## config.mk

```make
export PLATFORM = sky130hd
export DESIGN_NAME = watermark_rate_controller
export DESIGN_NICKNAME = d
export VERILOG_FILES = /design/src/sv/wrc_pkg.sv /design/src/sv/wrc_regs.sv /design/src/sv/wrc_div.sv /design/src/sv/watermark_rate_controller.sv
export VERILOG_INCLUDE_DIRS = /design/src /design/src/sv
export SDC_FILE = /design/constraint.sdc
export NUM_CORES = 1
export LEC_CHECK = 0
export BUFFER_PORTS_ARGS = -buffer_cell sky130_fd_sc_hd__buf_4
export CAP_MARGIN = 20
export CORE_MARGIN = 4
export CORE_UTILIZATION = 36
export CTS_BUF_LIST = sky130_fd_sc_hd__clkbuf_8
export DETAILED_ROUTE_END_ITERATION = 8
export PLACE_DENSITY_LB_ADDON = 0.05
export SLEW_MARGIN = 20
export SYNTH_ARGS = -nofsm -noshare
export SYNTH_HDL_FRONTEND = slang
export SYNTH_SLANG_ARGS = --single-unit
```

## constraint.sdc

```tcl
create_clock -name aclk -period 23.6 [get_ports aclk]
set_input_delay 0 -clock aclk [delete_from_list [all_inputs] [get_ports aclk]]
set_output_delay 0 -clock aclk [all_outputs]
set_load 0.05 [all_outputs]
```

## src/sv/watermark_rate_controller_macros.svh

```systemverilog
// Assertion wrappers for the watermark rate controller.
// Define NO_ASSERTIONS to compile them out.
`ifndef WATERMARK_RATE_CONTROLLER_MACROS_SVH
`define WATERMARK_RATE_CONTROLLER_MACROS_SVH

`ifndef NO_ASSERTIONS

// checked only while out of reset
`define WRC_ASSERT(label, clk, rst_n, prop) \
    label: assert property (@(posedge clk) disable iff (!rst_n) prop) \
        else $error("wrc assertion failed");

// checked on every edge, reset included
`define WRC_ASSERT_ALWAYS(label, clk, prop) \
    label: assert property (@(posedge clk) prop) \
        else $error("wrc assertion failed");

`else

`define WRC_ASSERT(label, clk, rst_n, prop)
`define WRC_ASSERT_ALWAYS(label, clk, prop)

`endif

`endif

```

## src/sv/wrc_pkg.sv

```systemverilog
`timescale 1ns / 1ps

package wrc_pkg;

    localparam int FILL_WIDTH   = 24;
    localparam int FRAC_BITS    = 14;
    localparam int FACTOR_WIDTH = 16;
    localparam int FACT_W       = FRAC_BITS + 2;
    localparam int CNT_W        = $clog2(FRAC_BITS + 1);
    localparam int ADDR_W       = 4;
    localparam int DATA_W       = 32;

    localparam logic [FILL_WIDTH-1:0] LOW_MARK_RST   = FILL_WIDTH'(9000);
    localparam logic [FILL_WIDTH-1:0] HIGH_MARK_RST  = FILL_WIDTH'(45000);
    localparam logic [FILL_WIDTH-1:0] HYSTERESIS_RST = FILL_WIDTH'(4500);

    localparam logic [FACT_W-1:0] FX_ONE  = FACT_W'(1) << FRAC_BITS;
    localparam logic [FACT_W-1:0] FX_TWO  = FACT_W'(2) << FRAC_BITS;
    localparam logic [FACT_W-1:0] FX_HALF = FACT_W'(1) << (FRAC_BITS - 1);
    localparam logic [FACT_W-1:0] FX_ZERO = '0;

    // fill_state codes
    localparam logic [1:0] ST_NORMAL = 2'd0;
    localparam logic [1:0] ST_HIGH   = 2'd1;
    localparam logic [1:0] ST_LOW    = 2'd2;

    // register indexes
    localparam logic [1:0] REG_LOW_MARK   = 2'd0;
    localparam logic [1:0] REG_HIGH_MARK  = 2'd1;
    localparam logic [1:0] REG_HYSTERESIS = 2'd2;

    typedef struct packed {
        logic [FILL_WIDTH-1:0] low_mark;
        logic [FILL_WIDTH-1:0] high_mark;
        logic [FILL_WIDTH-1:0] hysteresis;
    } cfg_t;

    typedef struct packed {
        logic start;
    } div_ctrl_t;

    typedef struct packed {
        logic busy;
        logic done;
    } div_stat_t;

endpackage

```

## src/sv/wrc_regs.sv

```systemverilog
`timescale 1ns / 1ps

module wrc_regs (
    input  logic                       aclk,
    input  logic                       aresetn,
    input  logic                       psel,
    input  logic                       penable,
    input  logic                       pwrite,
    input  logic [wrc_pkg::ADDR_W-1:0] paddr,
    input  logic [wrc_pkg::DATA_W-1:0] pwdata,
    output logic [wrc_pkg::DATA_W-1:0] prdata,
    output logic                       pready,
    output wrc_pkg::cfg_t              cfg
);
    import wrc_pkg::*;

    logic [FILL_WIDTH-1:0] low_mark_reg;
    logic [FILL_WIDTH-1:0] high_mark_reg;
    logic [FILL_WIDTH-1:0] hysteresis_reg;
    logic [1:0]            reg_index;
    logic                  wr_en;

    assign pready    = 1'b1;
    assign reg_index = paddr[3:2];
    assign wr_en     = psel && penable && pwrite && pready;

    always_ff @(posedge aclk) begin
        if (!aresetn) begin
            low_mark_reg   <= LOW_MARK_RST;
            high_mark_reg  <= HIGH_MARK_RST;
            hysteresis_reg <= HYSTERESIS_RST;
        end else if (wr_en) begin
            unique case (reg_index)
                REG_LOW_MARK:   low_mark_reg   <= pwdata[FILL_WIDTH-1:0];
                REG_HIGH_MARK:  high_mark_reg  <= pwdata[FILL_WIDTH-1:0];
                REG_HYSTERESIS: hysteresis_reg <= pwdata[FILL_WIDTH-1:0];
                default: ;
            endcase
        end
    end

    always_comb begin
        unique case (reg_index)
            REG_LOW_MARK:   prdata = DATA_W'(low_mark_reg);
            REG_HIGH_MARK:  prdata = DATA_W'(high_mark_reg);
            REG_HYSTERESIS: prdata = DATA_W'(hysteresis_reg);
            default:        prdata = '0;
        endcase
    end

    assign cfg.low_mark   = low_mark_reg;
    assign cfg.high_mark  = high_mark_reg;
    assign cfg.hysteresis = hysteresis_reg;

endmodule

```

## src/sv/wrc_div.sv

```systemverilog
`timescale 1ns / 1ps

// Restoring fraction divider: one shift/compare/subtract per cycle,
// for each of the FRAC_BITS quotient bits. Needs dividend < divisor.
module wrc_div (
    input  logic                           aclk,
    input  logic                           aresetn,
    input  wrc_pkg::div_ctrl_t             ctrl,
    input  logic [wrc_pkg::FILL_WIDTH-1:0] dividend,
    input  logic [wrc_pkg::FILL_WIDTH-1:0] divisor,
    output wrc_pkg::div_stat_t             stat,
    output logic [wrc_pkg::FRAC_BITS-1:0]  quotient
);
    import wrc_pkg::*;

    logic [FILL_WIDTH:0]   rem_reg;
    logic [FILL_WIDTH-1:0] div_reg;
    logic [FRAC_BITS-1:0]  q_reg;
    logic [CNT_W-1:0]      cnt_reg;
    logic                  busy_reg;
    logic                  done_reg;
    logic [FILL_WIDTH:0]   shifted;
    logic                  fits;

    // rem < divisor, so the top bit is clear before the shift
    assign shifted = {rem_reg[FILL_WIDTH-1:0], 1'b0};
    assign fits    = shifted >= {1'b0, div_reg};

    always_ff @(posedge aclk) begin
        if (!aresetn) begin
            busy_reg <= 1'b0;
            done_reg <= 1'b0;
            cnt_reg  <= '0;
        end else begin
            done_reg <= 1'b0;
            if (ctrl.start) begin
                busy_reg <= 1'b1;
                cnt_reg  <= CNT_W'(FRAC_BITS);
            end else if (busy_reg) begin
                cnt_reg <= cnt_reg - CNT_W'(1);
                if (cnt_reg == CNT_W'(1)) begin
                    busy_reg <= 1'b0;
                    done_reg <= 1'b1;
                end
            end
        end
    end

    always_ff @(posedge aclk) begin
        if (ctrl.start) begin
            rem_reg <= {1'b0, dividend};
            div_reg <= divisor;
            q_reg   <= '0;
        end else if (busy_reg) begin
            rem_reg <= fits ? shifted - {1'b0, div_reg} : shifted;
            q_reg   <= {q_reg[FRAC_BITS-2:0], fits};
        end
    end

    assign stat.busy = busy_reg;
    assign stat.done = done_reg;
    assign quotient  = q_reg;

endmodule

```

## src/sv/watermark_rate_controller.sv

```systemverilog
`timescale 1ns / 1ps

// Watermark flow control with hysteresis. Each fill sample (90 kHz ticks)
// updates the high/low flags and yields one word: a Q2.14 speed factor and
// the fill state. A sample goes from S_EVAL straight to S_DONE when the
// factor is fixed (normal state, zero midpoint, or a distance from the
// mark of at least the midpoint) and passes through S_DIV when it needs a
// quotient: the restoring divider yields one of the 14 fraction
// bits per cycle. s_ready is high only while no sample is in work; a
// finished word sits in the output register, so the next sample may be
// taken before it is read. Registers (APB, byte address 4*i): low_mark,
// high_mark, hysteresis; keep low_mark below high_mark.
module watermark_rate_controller (
    input  logic                              aclk,
    input  logic                              aresetn,
    input  logic                              psel,
    input  logic                              penable,
    input  logic                              pwrite,
    input  logic [wrc_pkg::ADDR_W-1:0]        paddr,
    input  logic [wrc_pkg::DATA_W-1:0]        pwdata,
    output logic [wrc_pkg::DATA_W-1:0]        prdata,
    output logic                              pready,
    input  logic                              s_valid,
    output logic                              s_ready,
    input  logic [wrc_pkg::FILL_WIDTH-1:0]    s_fill_level,
    output logic                              m_valid,
    input  logic                              m_ready,
    output logic [wrc_pkg::FACTOR_WIDTH-1:0]  m_rate_factor,
    output logic [1:0]                        m_fill_state
);
    import wrc_pkg::*;

    `include "watermark_rate_controller_macros.svh"

    typedef enum logic [3:0] {
        S_IDLE = 4'b0001,
        S_EVAL = 4'b0010,
        S_DIV  = 4'b0100,
        S_DONE = 4'b1000
    } state_t;

    state_t                  state_reg, state_next;
    cfg_t                    cfg;
    div_ctrl_t               div_ctrl;
    div_stat_t               div_stat;
    logic [FRAC_BITS-1:0]    quotient;

    logic [FILL_WIDTH-1:0]   fill_reg;
    logic                    high_flag_reg, low_flag_reg;
    logic                    up_reg, sat_reg, mid0_reg;
    logic                    m_valid_reg;
    logic [FACTOR_WIDTH-1:0] speed_reg;
    logic [1:0]              fstate_reg;

    logic                    high_keep, low_keep, high_next, low_next;
    logic [FILL_WIDTH:0]     mid_sum;
    logic [FILL_WIDTH-1:0]   mid, ref_mark, mag;
    logic                    up, sat, mid0;
    logic [FACT_W-1:0]       q_ext, factor;
    logic                    load_out;

    wrc_regs u_regs (
        .aclk    (aclk),
        .aresetn (aresetn),
        .psel    (psel),
        .penable (penable),
        .pwrite  (pwrite),
        .paddr   (paddr),
        .pwdata  (pwdata),
        .prdata  (prdata),
        .pready  (pready),
        .cfg     (cfg)
    );

    // flag update, widened so nothing wraps
    always_comb begin
        high_keep = high_flag_reg &&
            !(({1'b0, fill_reg} + {1'b0, cfg.hysteresis}) < {1'b0, cfg.high_mark});
        low_keep  = low_flag_reg &&
            !({1'b0, fill_reg} > ({1'b0, cfg.low_mark} + {1'b0, cfg.hysteresis}));
        if (!high_keep && !low_keep) begin
            high_next = fill_reg > cfg.high_mark;
            low_next  = !high_next && (fill_reg < cfg.low_mark);
        end else begin
            high_next = high_keep;
            low_next  = low_keep;
        end
    end

    // distance from the governing watermark and its direction
    always_comb begin
        mid_sum  = {1'b0, cfg.low_mark} + {1'b0, cfg.high_mark};
        mid      = mid_sum[FILL_WIDTH:1];
        mid0     = mid == '0;
        ref_mark = high_next ? cfg.high_mark : cfg.low_mark;
        up       = high_next ? (fill_reg >= cfg.high_mark) : (fill_reg > cfg.low_mark);
        mag      = up ? fill_reg - ref_mark : ref_mark - fill_reg;
        sat      = mid0 || (mag >= mid);
    end

    assign div_ctrl.start = (state_reg == S_EVAL) && (high_next || low_next) && !sat;

    wrc_div u_div (
        .aclk     (aclk),
        .aresetn  (aresetn),
        .ctrl     (div_ctrl),
        .dividend (mag),
        .divisor  (mid),
        .stat     (div_stat),
        .quotient (quotient)
    );

    always_comb begin
        q_ext = FACT_W'(quotient);
        if (high_flag_reg) begin
            if (sat_reg)     factor = (mid0_reg || up_reg) ? FX_TWO : FX_ZERO;
            else if (up_reg) factor = FX_ONE + q_ext;
            else             factor = FX_ONE - q_ext;
        end else if (low_flag_reg) begin
            if (mid0_reg)     factor = FX_HALF;
            else if (sat_reg) factor = up_reg ? FX_TWO : FX_HALF;
            else if (up_reg)  factor = FX_ONE + q_ext;
            else if ((FX_ONE - q_ext) < FX_HALF) factor = FX_HALF;
            else              factor = FX_ONE - q_ext;
        end else begin
            factor = FX_ONE;
        end
    end

    assign load_out = (state_reg == S_DONE) && (!m_valid_reg || m_ready);

    always_comb begin
        state_next = state_reg;
        unique case (state_reg)
            S_IDLE: if (s_valid) state_next = S_EVAL;
            S_EVAL: state_next = div_ctrl.start ? S_DIV : S_DONE;
            S_DIV:  if (div_stat.done) state_next = S_DONE;
            S_DONE: if (load_out) state_next = S_IDLE;
            default: state_next = S_IDLE;
        endcase
    end

    always_ff @(posedge aclk) begin
        if (!aresetn) begin
            state_reg     <= S_IDLE;
            high_flag_reg <= 1'b0;
            low_flag_reg  <= 1'b0;
            m_valid_reg   <= 1'b0;
        end else begin
            state_reg <= state_next;
            if (state_reg == S_EVAL) begin
                high_flag_reg <= high_next;
                low_flag_reg  <= low_next;
            end
            if (load_out)     m_valid_reg <= 1'b1;
            else if (m_ready) m_valid_reg <= 1'b0;
        end
    end

    always_ff @(posedge aclk) begin
        if (s_valid && s_ready) fill_reg <= s_fill_level;
        if (state_reg == S_EVAL) begin
            up_reg   <= up;
            sat_reg  <= sat;
            mid0_reg <= mid0;
        end
        if (load_out) begin
            speed_reg  <= FACTOR_WIDTH'(factor);
            fstate_reg <= high_flag_reg ? ST_HIGH : (low_flag_reg ? ST_LOW : ST_NORMAL);
        end
    end

    assign s_ready       = state_reg == S_IDLE;
    assign m_valid       = m_valid_reg;
    assign m_rate_factor = speed_reg;
    assign m_fill_state  = fstate_reg;

    `WRC_ASSERT(a_accept_to_eval, aclk, aresetn, s_valid && s_ready |=> state_reg == S_EVAL)
    `WRC_ASSERT(a_div_done_in_div, aclk, aresetn, div_stat.done |-> state_reg == S_DIV)
    `WRC_ASSERT(a_normal_unity, aclk, aresetn, m_valid && m_fill_state == ST_NORMAL |-> m_rate_factor == FACTOR_WIDTH'(FX_ONE))
    `WRC_ASSERT(a_flags_exclusive, aclk, aresetn, !(high_flag_reg && low_flag_reg))
    `WRC_ASSERT_ALWAYS(a_reset_idle, aclk, !aresetn |=> state_reg == S_IDLE && !m_valid)

endmodule
```

### Yosys cells after proc, flatten, opt, wreduce, memory -nomap -nowiden

Index checks and enable logic that the tools add are counted.

* bits in registers: 192
* bits in latches: 0
* bits in writable memories: 0
* memory bits (read-only): 0
* input bits: 67
* memories: 0

* add/sub/neg operators: 9
* $mul: 0
* div/mod/pow operators: 0
* $lt $le $gt $ge: 9
* equal/unequal tests: 10
* shifts and indexed selects: 0
* mux-type cells: 33
* bitwise operators: 2
* reductions and logical operators: 31

Operator list (count)
* 2-to-1 mux 16 bit: 10
* 2-to-1 mux 24 bit: 5
* adder 24 x 24 -> 25 bit: 3
* one-hot mux 24 bit (3 select lines): 1
* subtractor 24 bit: 3
* >= comparator 24 bit: 2
* greater-than comparator 24 bit: 2
* >= comparator 25 x 24 -> 1 bit: 1
* greater-than comparator 24 x 25 -> 1 bit: 1
* less-than comparator 25 x 24 -> 1 bit: 1
* logical NOT 24 bit: 1
* less-than comparator 24 bit: 1
* 2-to-1 mux 4 bit: 6
* adder 15 x 14 -> 16 bit, first input constant: 1
* less-than comparator 16 x 14 -> 1 bit, second input constant: 1
* one-hot mux 4 bit (4 select lines): 1
* subtractor 15 x 14 -> 16 bit, first input constant: 1
* logical AND 1 bit: 10
* 2-to-1 mux 1 bit: 9
* equality test 4 x 1 -> 1 bit, second input constant: 2
* logical NOT 1 bit: 7
* AND reduction 2 bit: 3
* equality test 4 x 2 -> 1 bit, second input constant: 1
* equality test 4 x 3 -> 1 bit, second input constant: 1
* other kinds (14): 20

### Depth between registers and ports, before layout

Gate-level depths: netlist of run 1.

* word-level depth: 16
* depth in mapped cells: 49

### Hierarchy

Synthesis of run 1 repeated with hierarchy kept, for this count alone.

* cells, all modules: 2180
* area total of the unflattened synthesis: 18751.7 um^2

Modules (own cells, without submodules)
* watermark_rate_controller: times used 1, cells an instance 1397, area an instance 11210.8 um^2, seq. area each 1491.4 um^2
* wrc_div: times used 1, cells an instance 411, area an instance 4162.7 um^2, seq. area each 1841.8 um^2
* wrc_regs: times used 1, cells an instance 372, area an instance 3378.2 um^2, seq. area each 1441.4 um^2

### Worst setup path after synthesis of run 1

Ideal clock, no wire load.

* kind: register to register
* start point: reg fill_reg[0]
* end point: reg u_div.rem_reg[0] (enable)
* arrival time: 9.257 ns
* required time: 23.216 ns
* slack: 13.959 ns
* cell stages (with the launch flop): 46
* buffers on the path: 3
* cells stage by stage: edfxtp_1 > ha_1 > fa_1 > a211oi_1 > o21ai_0 > a41oi_1 > o21ai_0 > o21a_1 > o21ai_0 > nand2b_1 > a21oi_1 > o21bai_1 > a21oi_1 > xnor2_1 > ha_1 > nand2_1 > nor3_1 > a22oi_1 > [10 not listed] > a21boi_0 > o41ai_1 > o2111ai_1 > a21o_1 > a21oi_1 > o21bai_1 > mux2i_1 > xnor2_1 > ha_1 > a22o_1 > nor4_1 > o211ai_1 > a211oi_1 > o21ai_0 > a21o_1 > or3_4 > buf_2 > nand2b_1

* cells in the longest elaborated chain, start to end: 15
* elaborated cells between the ends (all ways): 30
* classes of those cells: 3 x add/sub; 7 x order compare; 5 x mux; 15 x reduce/logical

RTL lines
* start, declared: RTL line watermark_rate_controller.sv:48 `logic [FILL_WIDTH-1:0] fill_reg;`
* start signal, assigned: RTL line watermark_rate_controller.sv:161 `if (s_valid && s_ready) fill_reg <= s_fill_level;`
* adder 24 x 24 -> 25 bit: RTL line watermark_rate_controller.sv:78 `!(({1'b0, fill_reg} + {1'b0, cfg.hysteresis}) < {1'b0, cfg.high_mark});`
* less-than comparator 25 x 24 -> 1 bit: RTL line watermark_rate_controller.sv:78
* logical NOT 1 bit: RTL line watermark_rate_controller.sv:78
* logical AND 1 bit: RTL line watermark_rate_controller.sv:77 `high_keep = high_flag_reg &&`
* logical NOT 1 bit: RTL line watermark_rate_controller.sv:81 `if (!high_keep && !low_keep) begin`
* logical AND 1 bit: RTL line watermark_rate_controller.sv:81
* 2-to-1 mux 1 bit: RTL line watermark_rate_controller.sv:81
* 2-to-1 mux 24 bit: RTL line watermark_rate_controller.sv:95 `ref_mark = high_next ? cfg.high_mark : cfg.low_mark;`
* subtractor 24 bit: RTL line watermark_rate_controller.sv:97 `mag = up ? fill_reg - ref_mark : ref_mark - fill_reg;`
* 2-to-1 mux 24 bit: RTL line watermark_rate_controller.sv:97
* >= comparator 24 bit: RTL line watermark_rate_controller.sv:98 `sat = mid0 || (mag >= mid);`
* logical OR 1 bit: RTL line watermark_rate_controller.sv:98
* logical NOT 1 bit: RTL line watermark_rate_controller.sv:101 `assign div_ctrl.start = (state_reg == S_EVAL) && (high_next || low_next) && !sat;`
* logical AND 1 bit (*): RTL line watermark_rate_controller.sv:101
* nonzero test 2 bit (no line) (*)
* end signal, assigned: RTL line wrc_div.sv:51 `rem_reg <= {1'b0, dividend};`
* end signal, assigned: RTL line wrc_div.sv:55 `rem_reg <= fits ? shifted - {1'b0, div_reg} : shifted;`
* end, declared: RTL line wrc_div.sv:16 `logic [FILL_WIDTH:0] rem_reg;`

Every way passes the cells marked *; elsewhere a longest branch is shown, timed or not.
A chain may end at the register's enable or synchronous reset.

### Worst setup path in the final report of run 1

* start point: reg fill_reg[1]
* end point: reg u_div.rem_reg[0] (data pin)

* cells in the longest elaborated chain, start to end: 15
* elaborated cells between the ends (all ways): 30
* classes of those cells: 3 x add/sub; 7 x order compare; 6 x mux; 14 x reduce/logical

RTL lines
* adder 24 x 24 -> 25 bit: RTL line watermark_rate_controller.sv:78
* less-than comparator 25 x 24 -> 1 bit: RTL line watermark_rate_controller.sv:78
* logical NOT 1 bit: RTL line watermark_rate_controller.sv:78
* logical AND 1 bit: RTL line watermark_rate_controller.sv:77
* logical NOT 1 bit: RTL line watermark_rate_controller.sv:81
* logical AND 1 bit: RTL line watermark_rate_controller.sv:81
* 2-to-1 mux 1 bit: RTL line watermark_rate_controller.sv:81
* 2-to-1 mux 24 bit: RTL line watermark_rate_controller.sv:95
* subtractor 24 bit: RTL line watermark_rate_controller.sv:97
* 2-to-1 mux 24 bit: RTL line watermark_rate_controller.sv:97
* >= comparator 24 bit: RTL line watermark_rate_controller.sv:98
* logical OR 1 bit: RTL line watermark_rate_controller.sv:98
* logical NOT 1 bit: RTL line watermark_rate_controller.sv:101
* logical AND 1 bit: RTL line watermark_rate_controller.sv:101
* 2-to-1 mux 24 bit (*): RTL line wrc_div.sv:50 `if (ctrl.start) begin`

Marks and branches as above.

==> metrics.txt, run 1 <==
Post-synth EDFFs 93; Max stage delay on crit path 620 ps; Non-Filler Instances 2982; Synth async-reset ratio 0%; Avg Cell Area, Syn 8.33 um^2; die height 233 um; CTS max path bufs 2; Max IR drop VDD 44.1 uV; max frequency 0.0833 GHz; relative slew slack 33.5%; measured slew at the worst slew-check pin 997 ps; TNS Setup 0 ps; count of input and output buffers 100; crit path DAT 12340 ps; Final Setup Violations 0; vias 15873; Critical Path Sink Type flip-flop; #FFs+latches synth 192; critical path startpoint category flip-flop; met1 Use GR 29.3%; share of the yosys chip area belonging to registers 26.2%; number of CTS-inserted buffers 17; R2R Setup Slk 11600 ps; final max-slew violation count 0; gpl congestion 0.885; Worst Path Class, Setup reg2reg; cell accounting for the most synthesized area ha_1; min-delay worst type in2reg; CTS clk-pin slew, worst paths 120 ps; power per cell area 62.2 mW/mm^2; initial antenna violation count 0; first-pass GRT wire length 87.4 mm; proportion of layout cells with a drive suffix above 1 8.05%; minimum clock period 12000 ps; Post-CTS Setup Inserts 0; Pre-antenna DRT Iters 5; Core Region 0.0501 mm^2; Synthesis Warnings 0; # DRC 0; met3 Resource Use GR 2.96%; Inst Count DP 2890; hpwl dp 44.2 mm; Die X 233 um; H-tree Lvls 4; Die ar. 0.0542 mm^2; ANT cells 0; Clock Skew 17.8 ps; RSZ-0062 raised after global routing false; CTS sink count 192; CTS tree yes; Synth Instances 2185; commonest cells after routing, fill and taps aside 263 x ha_1, 249 x nand2_1, 184 x inv_1, 182 x a21oi_1, 145 x nor2_1; status finished clean; Site Rows 82; Avg WL per Cell 18.8 um; post-route antenna net violation count 0; final hold violations 0; final net count 2633; Synth-to-Final Area Change 13.2%; num ports 120; busiest grt layer met2; Max Cap Viol 0; initial DRC count 860; GR Overflow Total 0; Synth cell types 95; synthesized area 0.0182 mm^2; Crit path required time 23940 ps; vias per cell 5.32; Starting Density 36.3%; Most Frequent Cell on Critical Path o21ai_0; met2 usage 33.6%; fin crit share 50.8%; Area contributors post-synth ha_1 18%, edfxtp_1 15%, dfxtp_1 11%; root buf cell clkbuf_8; Post-Route WL 56.1 mm; Leakage 9.02 nW; crit path max fanout 48; Clock Latency Late Sink 600 ps; top cell type's share of synthesized area 18.1%; commonest non-fill, non-tap cell in the layout ha_1; number of global-route vias before repair 15669; Top FF cell, synth dfxtp_1; largest net degree at the start of global routing 86; Max stage delay cell, worst path or3_4; Total GRT Usage 20.9%
==> cell type report <==
| type | instances | area, um^2 |
|---|---|---|
| Clock buffer | 17 | 234 |
| Clock inverter | 15 | 244 |
| Fill cell | 5202 | 29500 |
| Inverter | 187 | 702 |
| Multi-Input combinational cell | 1727 | 12400 |
| Sequential cell | 192 | 4770 |
| Tap cell | 672 | 841 |
| Timing Repair Buffer | 172 | 1440 |
==> worst max-delay path, delay by kind of cell (launching register included) <==
kind	cells	cell delay, ps
AOI/OAI and AO/OA	25	5890
muxes	1	160
adders and majority gates	4	1410
DFF	1	610
and+or+nand+nor	9	2690
buffers and inverters	2	600
xor gates and xnor gates	2	290
==> per-stage QoR <==
step                hold WS (ps)  util [%]  power [mW]  cell area, um^2  worst slack [ps]
floorplan                   98.9         -       0.843            18200             13960
global placement             178      39.0       0.999            19500             11530
detailed placement           179      39.0        1.01            19500             11490
CTS                         51.4      41.1        1.30            20600             11380
global route                84.2      41.1        1.38            20600             10730
finish                       117      41.1        1.28            20600             11600
==> routing by layer <==
layer | part of all wire, % | wire [um] | vias up
met4 | 2.0 | 1140 | 0
met2 | 45 | 25200 | 252
met5 | 0 | 0 | -
li1 | - | - | 8059
met1 | 50 | 28200 | 7502
met3 | 2.8 | 1570 | 60
==> synth_stat cells (all sizes together) (8+ instances only) <==
library cell	count
or2	8
or3	10
nor3	26
a21o	93
o211ai	33
buf	30
xor2	52
nor2b	27
mux2	10
inv	187
a21oi	185
o21bai	28
nand2b	17
and3	15
nand2	249
ha	263
mux2i	53
edfxtp	93
dfxtp	99
o21a	24
a31oi	15
o31ai	8
nor4	14
nand3	36
nand4	31
o21ai	113
clkbuf	56
a21boi	66
xnor2	62
nor2	145
a211oi	27
==> what timing repair did <==
item                      4_1_cts  5_1_grt
resized for setup               0        0
hold endpoints to repair      101        0
hold buffers                   60        0
==> where the power goes <==
group / total, mW / switching [mW] / internal (mW)
combinational: 0.592 / 0.349 / 0.243
sequential: 0.415 / 0.0359 / 0.379
clock: 0.274 / 0.153 / 0.121
==> path summary, 6_finish.rpt <==
| check | from | to | cells past startpoint |
|---|---|---|---|
| worst min register to register | u_regs.hysteresis_reg[13]$_SDFFE_PN0P_ | u_regs.hysteresis_reg[13]$_SDFFE_PN0P_ | 2 |
| worst max register to register | fill_reg[1]$_DFFE_PP_ | u_div.rem_reg[0]$_DFFE_PP_ | 43 |
| worst min-delay path | s_fill_level[23] | fill_reg[23]$_DFFE_PP_ | 2 |
| worst max-delay path | fill_reg[1]$_DFFE_PP_ | u_div.rem_reg[0]$_DFFE_PP_ | 43 |
==> cell families (layout without fill, tap and decap cells) <==
logic type	Yosys count	in the layout	synth area share [%]
buf+inv	273	391	6.15
flops	192	192	26.2
simple gates	608	608	15.5
xor+xnor	114	114	5.53
mux	63	63	3.54
other cells	2	9	0.0413
compound gates	664	664	24.2
fa+ha+maj	269	269	18.7
(Power assumes the default switching activity.)
==> inputs of run 2 (changes only) <==
--- a/config.mk
+++ b/config.mk
@@ -6,6 +6,7 @@
 export SDC_FILE = /design/constraint.sdc
 export NUM_CORES = 1
 export LEC_CHECK = 0
+export ABC_AREA = 1
 export BUFFER_PORTS_ARGS = -buffer_cell sky130_fd_sc_hd__buf_4
 export CAP_MARGIN = 20
 export CORE_MARGIN = 4
==> constraint.sdc (replaced) <==
create_clock -name aclk -period 11.4 [get_ports aclk]
set_input_delay 0 -clock aclk [delete_from_list [all_inputs] [get_ports aclk]]
set_output_delay 0 -clock aclk [all_outputs]
set_load 0.05 [all_outputs]
==> metrics.txt, run 2 <==
number of CTS-inserted buffers 17; max frequency 0.0994 GHz; Max stage delay on crit path 630 ps; number of global-route vias before repair 17273; count leader, synth nand2_1; Post-synth top cells 522 x nand2_1, 357 x inv_1, 263 x ha_1, 252 x a21oi_1, 224 x o21ai_0; Worst Hold Depth 5; hpwl dp 50.5 mm; fillcell total 5328; commonest cells after routing, fill and taps aside 522 x nand2_1, 356 x inv_1, 263 x ha_1, 252 x a21oi_1, 224 x o21ai_0; Endpoint, Worst Hold u_regs.low_mark_reg[9]$_SDFFE_PN1P_; CTS clk-pin slew, worst paths 120 ps; gpl congestion 0.929; final hold violations 0; Top FF cell, synth dfxtp_1; Synth Instances 2586; power per cell area 106 mW/mm^2; critical path startpoint category flip-flop; Total GRT Usage 22.2%; crit path DAT 10360 ps; minimum clock period 10060 ps; post-synthesis compound-gate area fraction 20.0%; final instance area 0.0209 mm^2; Starting Density 36.6%; Clock Skew 27.2 ps; Max stage delay cell, worst path o21ai_0; Pre-antenna DRT Iters 5; Simple-Gate Fraction of Synth Area 20.4%; Avg Cell Area, Syn 7.14 um^2; Most Frequent Cell on Critical Path o21ai_0; Crit path required time 11700 ps; Synth cell types 55; critical path's top delay family compound AO/OA/AOI/OAI gates; Synthesis Warnings 0; top cell type's share of synthesized area 17.8%; crit path max fanout 40; initial DRC count 1141; R2R Setup Slk 1340 ps; synthesized area 0.0185 mm^2; Max Cap Viol 0; share of the yosys chip area belonging to registers 25.9%; Area contributors post-synth ha_1 18%, edfxtp_1 15%, dfxtp_1 11%; measured slew at the worst slew-check pin 1030 ps; first-pass GRT wire length 94.2 mm; Leakage 9.88 nW; multiplexer share of the synthesized area 0%; Die X 234 um; ANT cells 0; largest family of logic cells by synthesized area simple AND/OR/NAND/NOR gates; Core Region 0.0504 mm^2; largest net degree at the start of global routing 78; die height 234 um; Die ar. 0.0550 mm^2; cell accounting for the most synthesized area ha_1; Post-synth EDFFs 93; root buf cell clkbuf_8; final max-slew violation count 0; Post-CTS Setup Inserts 0; Clock Latency Late Sink 580 ps; #FFs+latches synth 192; fin crit share 88.2%; Post-Synth XOR/XNOR Area 5.63%; TNS Setup 0 ps; Synth-to-Final Area Change 13.3%; Synth async-reset ratio 0%; H-tree Lvls 4; vias per cell 5.16; GR Overflow Total 0; status finished clean; min-delay worst type in2reg; R2R cell count 42; final net count 3058; RSZ-0062 raised after global routing false; placed instance area 0.0199 mm^2; Site Rows 82; initial antenna violation count 0; Post-Route WL 60.7 mm; Critical Path Sink Type flip-flop; worst r2r dst u_div.rem_reg[6]$_DFFE_PP_; Final Setup Violations 0; Synth Area in Adders 18.5%; num ports 120; Worst Path Class, Setup reg2reg; CTS sink count 192; relative slew slack 31.4%; proportion of layout cells with a drive suffix above 1 7.09%; Worst Hold Launch pwrite; # DRC 0; count of input and output buffers 100; FF-to-FF Start fill_reg[12]$_DFFE_PP_; post-route antenna net violation count 0; CTS max path bufs 2; Avg WL per Cell 17.8 um; CTS tree yes; commonest non-fill, non-tap cell in the layout nand2_1; CP bufs+invs 5; Max IR drop VDD 98.8 uV; vias 17568
## run 2: changes by cell type after synthesis, sizes merged, moves of 45 or more
cell    delta
a21boi    -57
a21o      -79
a21oi     +69
inv      +188
mux2i     -53
nand2    +274
nand3     +60
nor2      +45
o21ai    +135
## run 2: through the flow
step | utilization (%) | total power, mW | setup WS (ps) | std cells | hold WS, ps
final | 41.5 | 2.21 | 1340 | 3407 | 97.5
after global routing | 41.5 | 2.40 | 245 | 3407 | 90.9
after CTS | 41.5 | 2.24 | 1210 | 3407 | 30.2
after detailed placement | 39.4 | 1.74 | 1260 | 3310 | 179
after global placement | 39.4 | 1.72 | 1440 | 3310 | 178
after floorplan | - | 1.48 | 3380 | 2593 | 98.9
## run 2: what timing repair did
| action | 4_1_cts | 5_1_grt |
|---|---|---|
| gates resized for setup | 0 | 0 |
| hold buffers | 65 | 0 |
| endpoints found under the hold margin | 104 | 0 |
## run 2: metal layers
layer / global-route usage (%) / up-vias / wire [um]
met1: 30.0 / 8185 / 28900
met5: 0 / - / 0
met2: 37.2 / 312 / 28200
met4: 7.16 / 0 / 1590
li1: - / 9004 / -
met3: 2.58 / 67 / 2000
## run 2: final cells by class
class / count / area, um^2 / area share [%]
multi-input combinational: 1949 / 11900 / 57.1
sequential: 192 / 4770 / 22.8
timing repair buffer: 184 / 1540 / 7.39
inverter: 378 / 1420 / 6.79
tap: 672 / 841 / 4.02
clock buffer: 17 / 234 / 1.12
clock inverter: 15 / 154 / 0.736
## run 2: logic make-up (layout without fill, tap and decap cells)
| family | after synthesis | in the layout |
|---|---|---|
| simple gates | 909 | 909 |
| flops | 192 | 192 |
| fa+ha+maj | 269 | 269 |
| buf+inv | 452 | 594 |
| xor+xnor | 116 | 116 |
| other cells | 2 | 9 |
| compound gates | 646 | 646 |
## run 2: tightest hold or removal path, delay by kind of cell
kind / cells / cell delay (ps)
AOI/OAI and AO/OA: 1 / 70
and+or+nand+nor: 3 / 450
buffers and inverters: 1 / 110
## run 2: power by group
group	switching (mW)	total (mW)	internal [mW]	leakage, nW
clock	0.296	0.476	0.180	0.199
sequential	0.0664	0.842	0.775	1.66
combinational	0.569	0.894	0.326	8.01
total	0.931	2.21	1.28	9.88
## run 2: worst max-delay path by stage
stage,startpoint,endpoint,slack (ps),depth (start not counted)
2_1_floorplan,fill_reg[2]$_DFFE_PP_,u_div.rem_reg[0]$_DFFE_PP_,3380,47
3_3_place_gp,u_regs.hysteresis_reg[2]$_SDFFE_PN1P_,u_div.rem_reg[6]$_DFFE_PP_,1440,50
3_5_place_dp,fill_reg[12]$_DFFE_PP_,u_div.rem_reg[3]$_DFFE_PP_,1260,42
4_1_cts,fill_reg[11]$_DFFE_PP_,u_div.rem_reg[6]$_DFFE_PP_,1210,42
5_1_grt,fill_reg[12]$_DFFE_PP_,u_div.rem_reg[4]$_DFFE_PP_,240,44
6_report,fill_reg[12]$_DFFE_PP_,u_div.rem_reg[6]$_DFFE_PP_,1340,42
==> inputs of run 3 (changes only) <==
--- a/config.mk
+++ b/config.mk
@@ -9,7 +9,6 @@
 export ABC_AREA = 1
 export BUFFER_PORTS_ARGS = -buffer_cell sky130_fd_sc_hd__buf_4
 export CAP_MARGIN = 20
-export CORE_MARGIN = 4
 export CORE_UTILIZATION = 36
 export CTS_BUF_LIST = sky130_fd_sc_hd__clkbuf_8
 export DETAILED_ROUTE_END_ITERATION = 8
==> metrics.txt, run 3 (synthesis gave the netlist of run 2 again) <==
hpwl dp 50.2 mm; dpl ws 1150 ps; Post-CTS Setup Inserts 0; num ports 120; min-delay worst type in2reg; Post-Route M1 WL 29.3 mm; TNS Setup 0 ps; met3 WL post-DR 1.74 mm; worst r2r dst u_div.rem_reg[6]$_DFFE_PP_; initial DRC count 948; RSZ-0062 raised after global routing false; H-tree Lvls 4; status finished clean; proportion of layout cells with a drive suffix above 1 7.03%; final hold violations 0; largest net degree at the start of global routing 78; vias 17566; WL met2 28.0 mm; Crit path required time 11710 ps; R2R Setup Slk 1140 ps; max frequency 0.0975 GHz; crit path DAT 10560 ps; Inst Count DP 3309; final instance area 0.0209 mm^2; measured slew at the worst slew-check pin 1060 ps; Die ar. 0.0522 mm^2; CTS clk-pin slew, worst paths 120 ps; Starting Density 36.6%; PostCTS Resize Cnt 0; Worst Path Class, Setup reg2reg; final net count 3056; number of CTS-inserted buffers 17; GR Overflow Total 0; CTS sink count 192; gpl congestion 0.936; area occupied by multi-input gates 0.0119 mm^2; commonest cells after routing, fill and taps aside 522 x nand2_1, 357 x inv_1, 263 x ha_1, 252 x a21oi_1, 224 x o21ai_0; placed instance area 0.0199 mm^2; number of global-route vias before repair 17234; relative slew slack 29.2%; Max IR drop VDD 80.9 uV; count of input and output buffers 100; vias per cell 5.16; Core Region 0.0504 mm^2; Max stage delay cell, worst path o21ai_0; final max-slew violation count 0; Total GRT Usage 23.2%; Register Area 0.00477 mm^2; Clock Skew 24.6 ps; first-pass GRT wire length 93.8 mm; Setup crit start fill_reg[12]$_DFFE_PP_; fillcell total 5289; Avg WL per Cell 17.8 um; Final Setup Violations 0; fin crit share 90.0%; initial antenna violation count 1; power per cell area 105 mW/mm^2; CTS max path bufs 2; post-route antenna net violation count 0; commonest non-fill, non-tap cell in the layout nand2_1; R2R cell count 43; Max Cap Viol 0; # DRC 0; die height 228 um; Max stage delay on crit path 650 ps; Site Rows 82; Synth-to-Final Area Change 13.1%; crit path max fanout 26; Leakage 9.89 nW; fin util 41.5%; Pre-antenna DRT Iters 7; Non-Filler Instances 3406; post-route setup slack 1140 ps; Die X 228 um; CTS tree yes; uppermost layer routed met4; Critical Path Sink Type flip-flop; critical path startpoint category flip-flop; worst setup path endpoint u_div.rem_reg[6]$_DFFE_PP_; minimum clock period 10260 ps; Post-Route WL 60.5 mm; hold_buf cts 64; FF-to-FF Start fill_reg[12]$_DFFE_PP_; root buf cell clkbuf_8; Clock Latency Late Sink 590 ps
run 3: cell types whose count changed in the layout (fill, tap and decap cells not counted), sizes merged:
cell	change
bufinv	-1
dlygate4sd3	-1
clkinv	-1
clkinvlp	+2
diode	+1
buf	-1
run 3: per-stage QoR:
step	hold slack [ps]	total power, mW
6_report	73.0	2.20
2_1_floorplan	98.9	1.48
5_1_grt	88.9	2.37
3_3_place_gp	178	1.72
3_5_place_dp	179	1.74
4_1_cts	17.1	2.23
run 3: worst min-delay path by stage:
stage	slack, ps	cells past startpoint	to	from
finish	70	7	u_regs.hysteresis_reg[8]$_SDFFE_PN1P_	paddr[2]
global placement	180	1	fill_reg[11]$_DFFE_PP_	s_fill_level[11]
floorplan	100	0	fill_reg[0]$_DFFE_PP_	s_fill_level[0]
global route	90	6	u_regs.hysteresis_reg[8]$_SDFFE_PN1P_	paddr[3]
detailed placement	180	1	fill_reg[11]$_DFFE_PP_	s_fill_level[11]
CTS	20	7	u_regs.hysteresis_reg[8]$_SDFFE_PN1P_	paddr[2]
run 3: worst max-delay path: cells and delay by family, from the launching register on:
kind / cells / cell delay, ps
flip-flops: 1 / 560
AND/OR/NAND/NOR: 17 / 2790
XOR/XNOR: 2 / 350
adder cells (fa/ha/maj): 4 / 1390
buffers and inverters: 6 / 950
AO/OA/AOI/OAI: 14 / 3880
run 3: where the power goes:
part	internal [mW]	total, mW	leakage [nW]	switching [mW]
sequential	0.775	0.843	1.66	0.0675
clock	0.161	0.468	0.188	0.307
combinational	0.325	0.891	8.03	0.566
total	1.26	2.20	9.89	0.940
run 3: area by class of cell:
class	count	area share, %
Inverter	378	6.79
Sequential cell	192	22.9
Antenna cell	1	0.0120
Multi-Input combinational cell	1949	57.2
Tap cell	672	4.03
Clock buffer	17	1.12
Clock inverter	15	0.707
Timing Repair Buffer	182	7.31
run 3: metal layers:
metal  track usage (%)  vias up
met5                 0        -
met4              8.20        0
met3              2.79       69
met2              38.9      279
met1              30.7     8229
li1                  -     8989
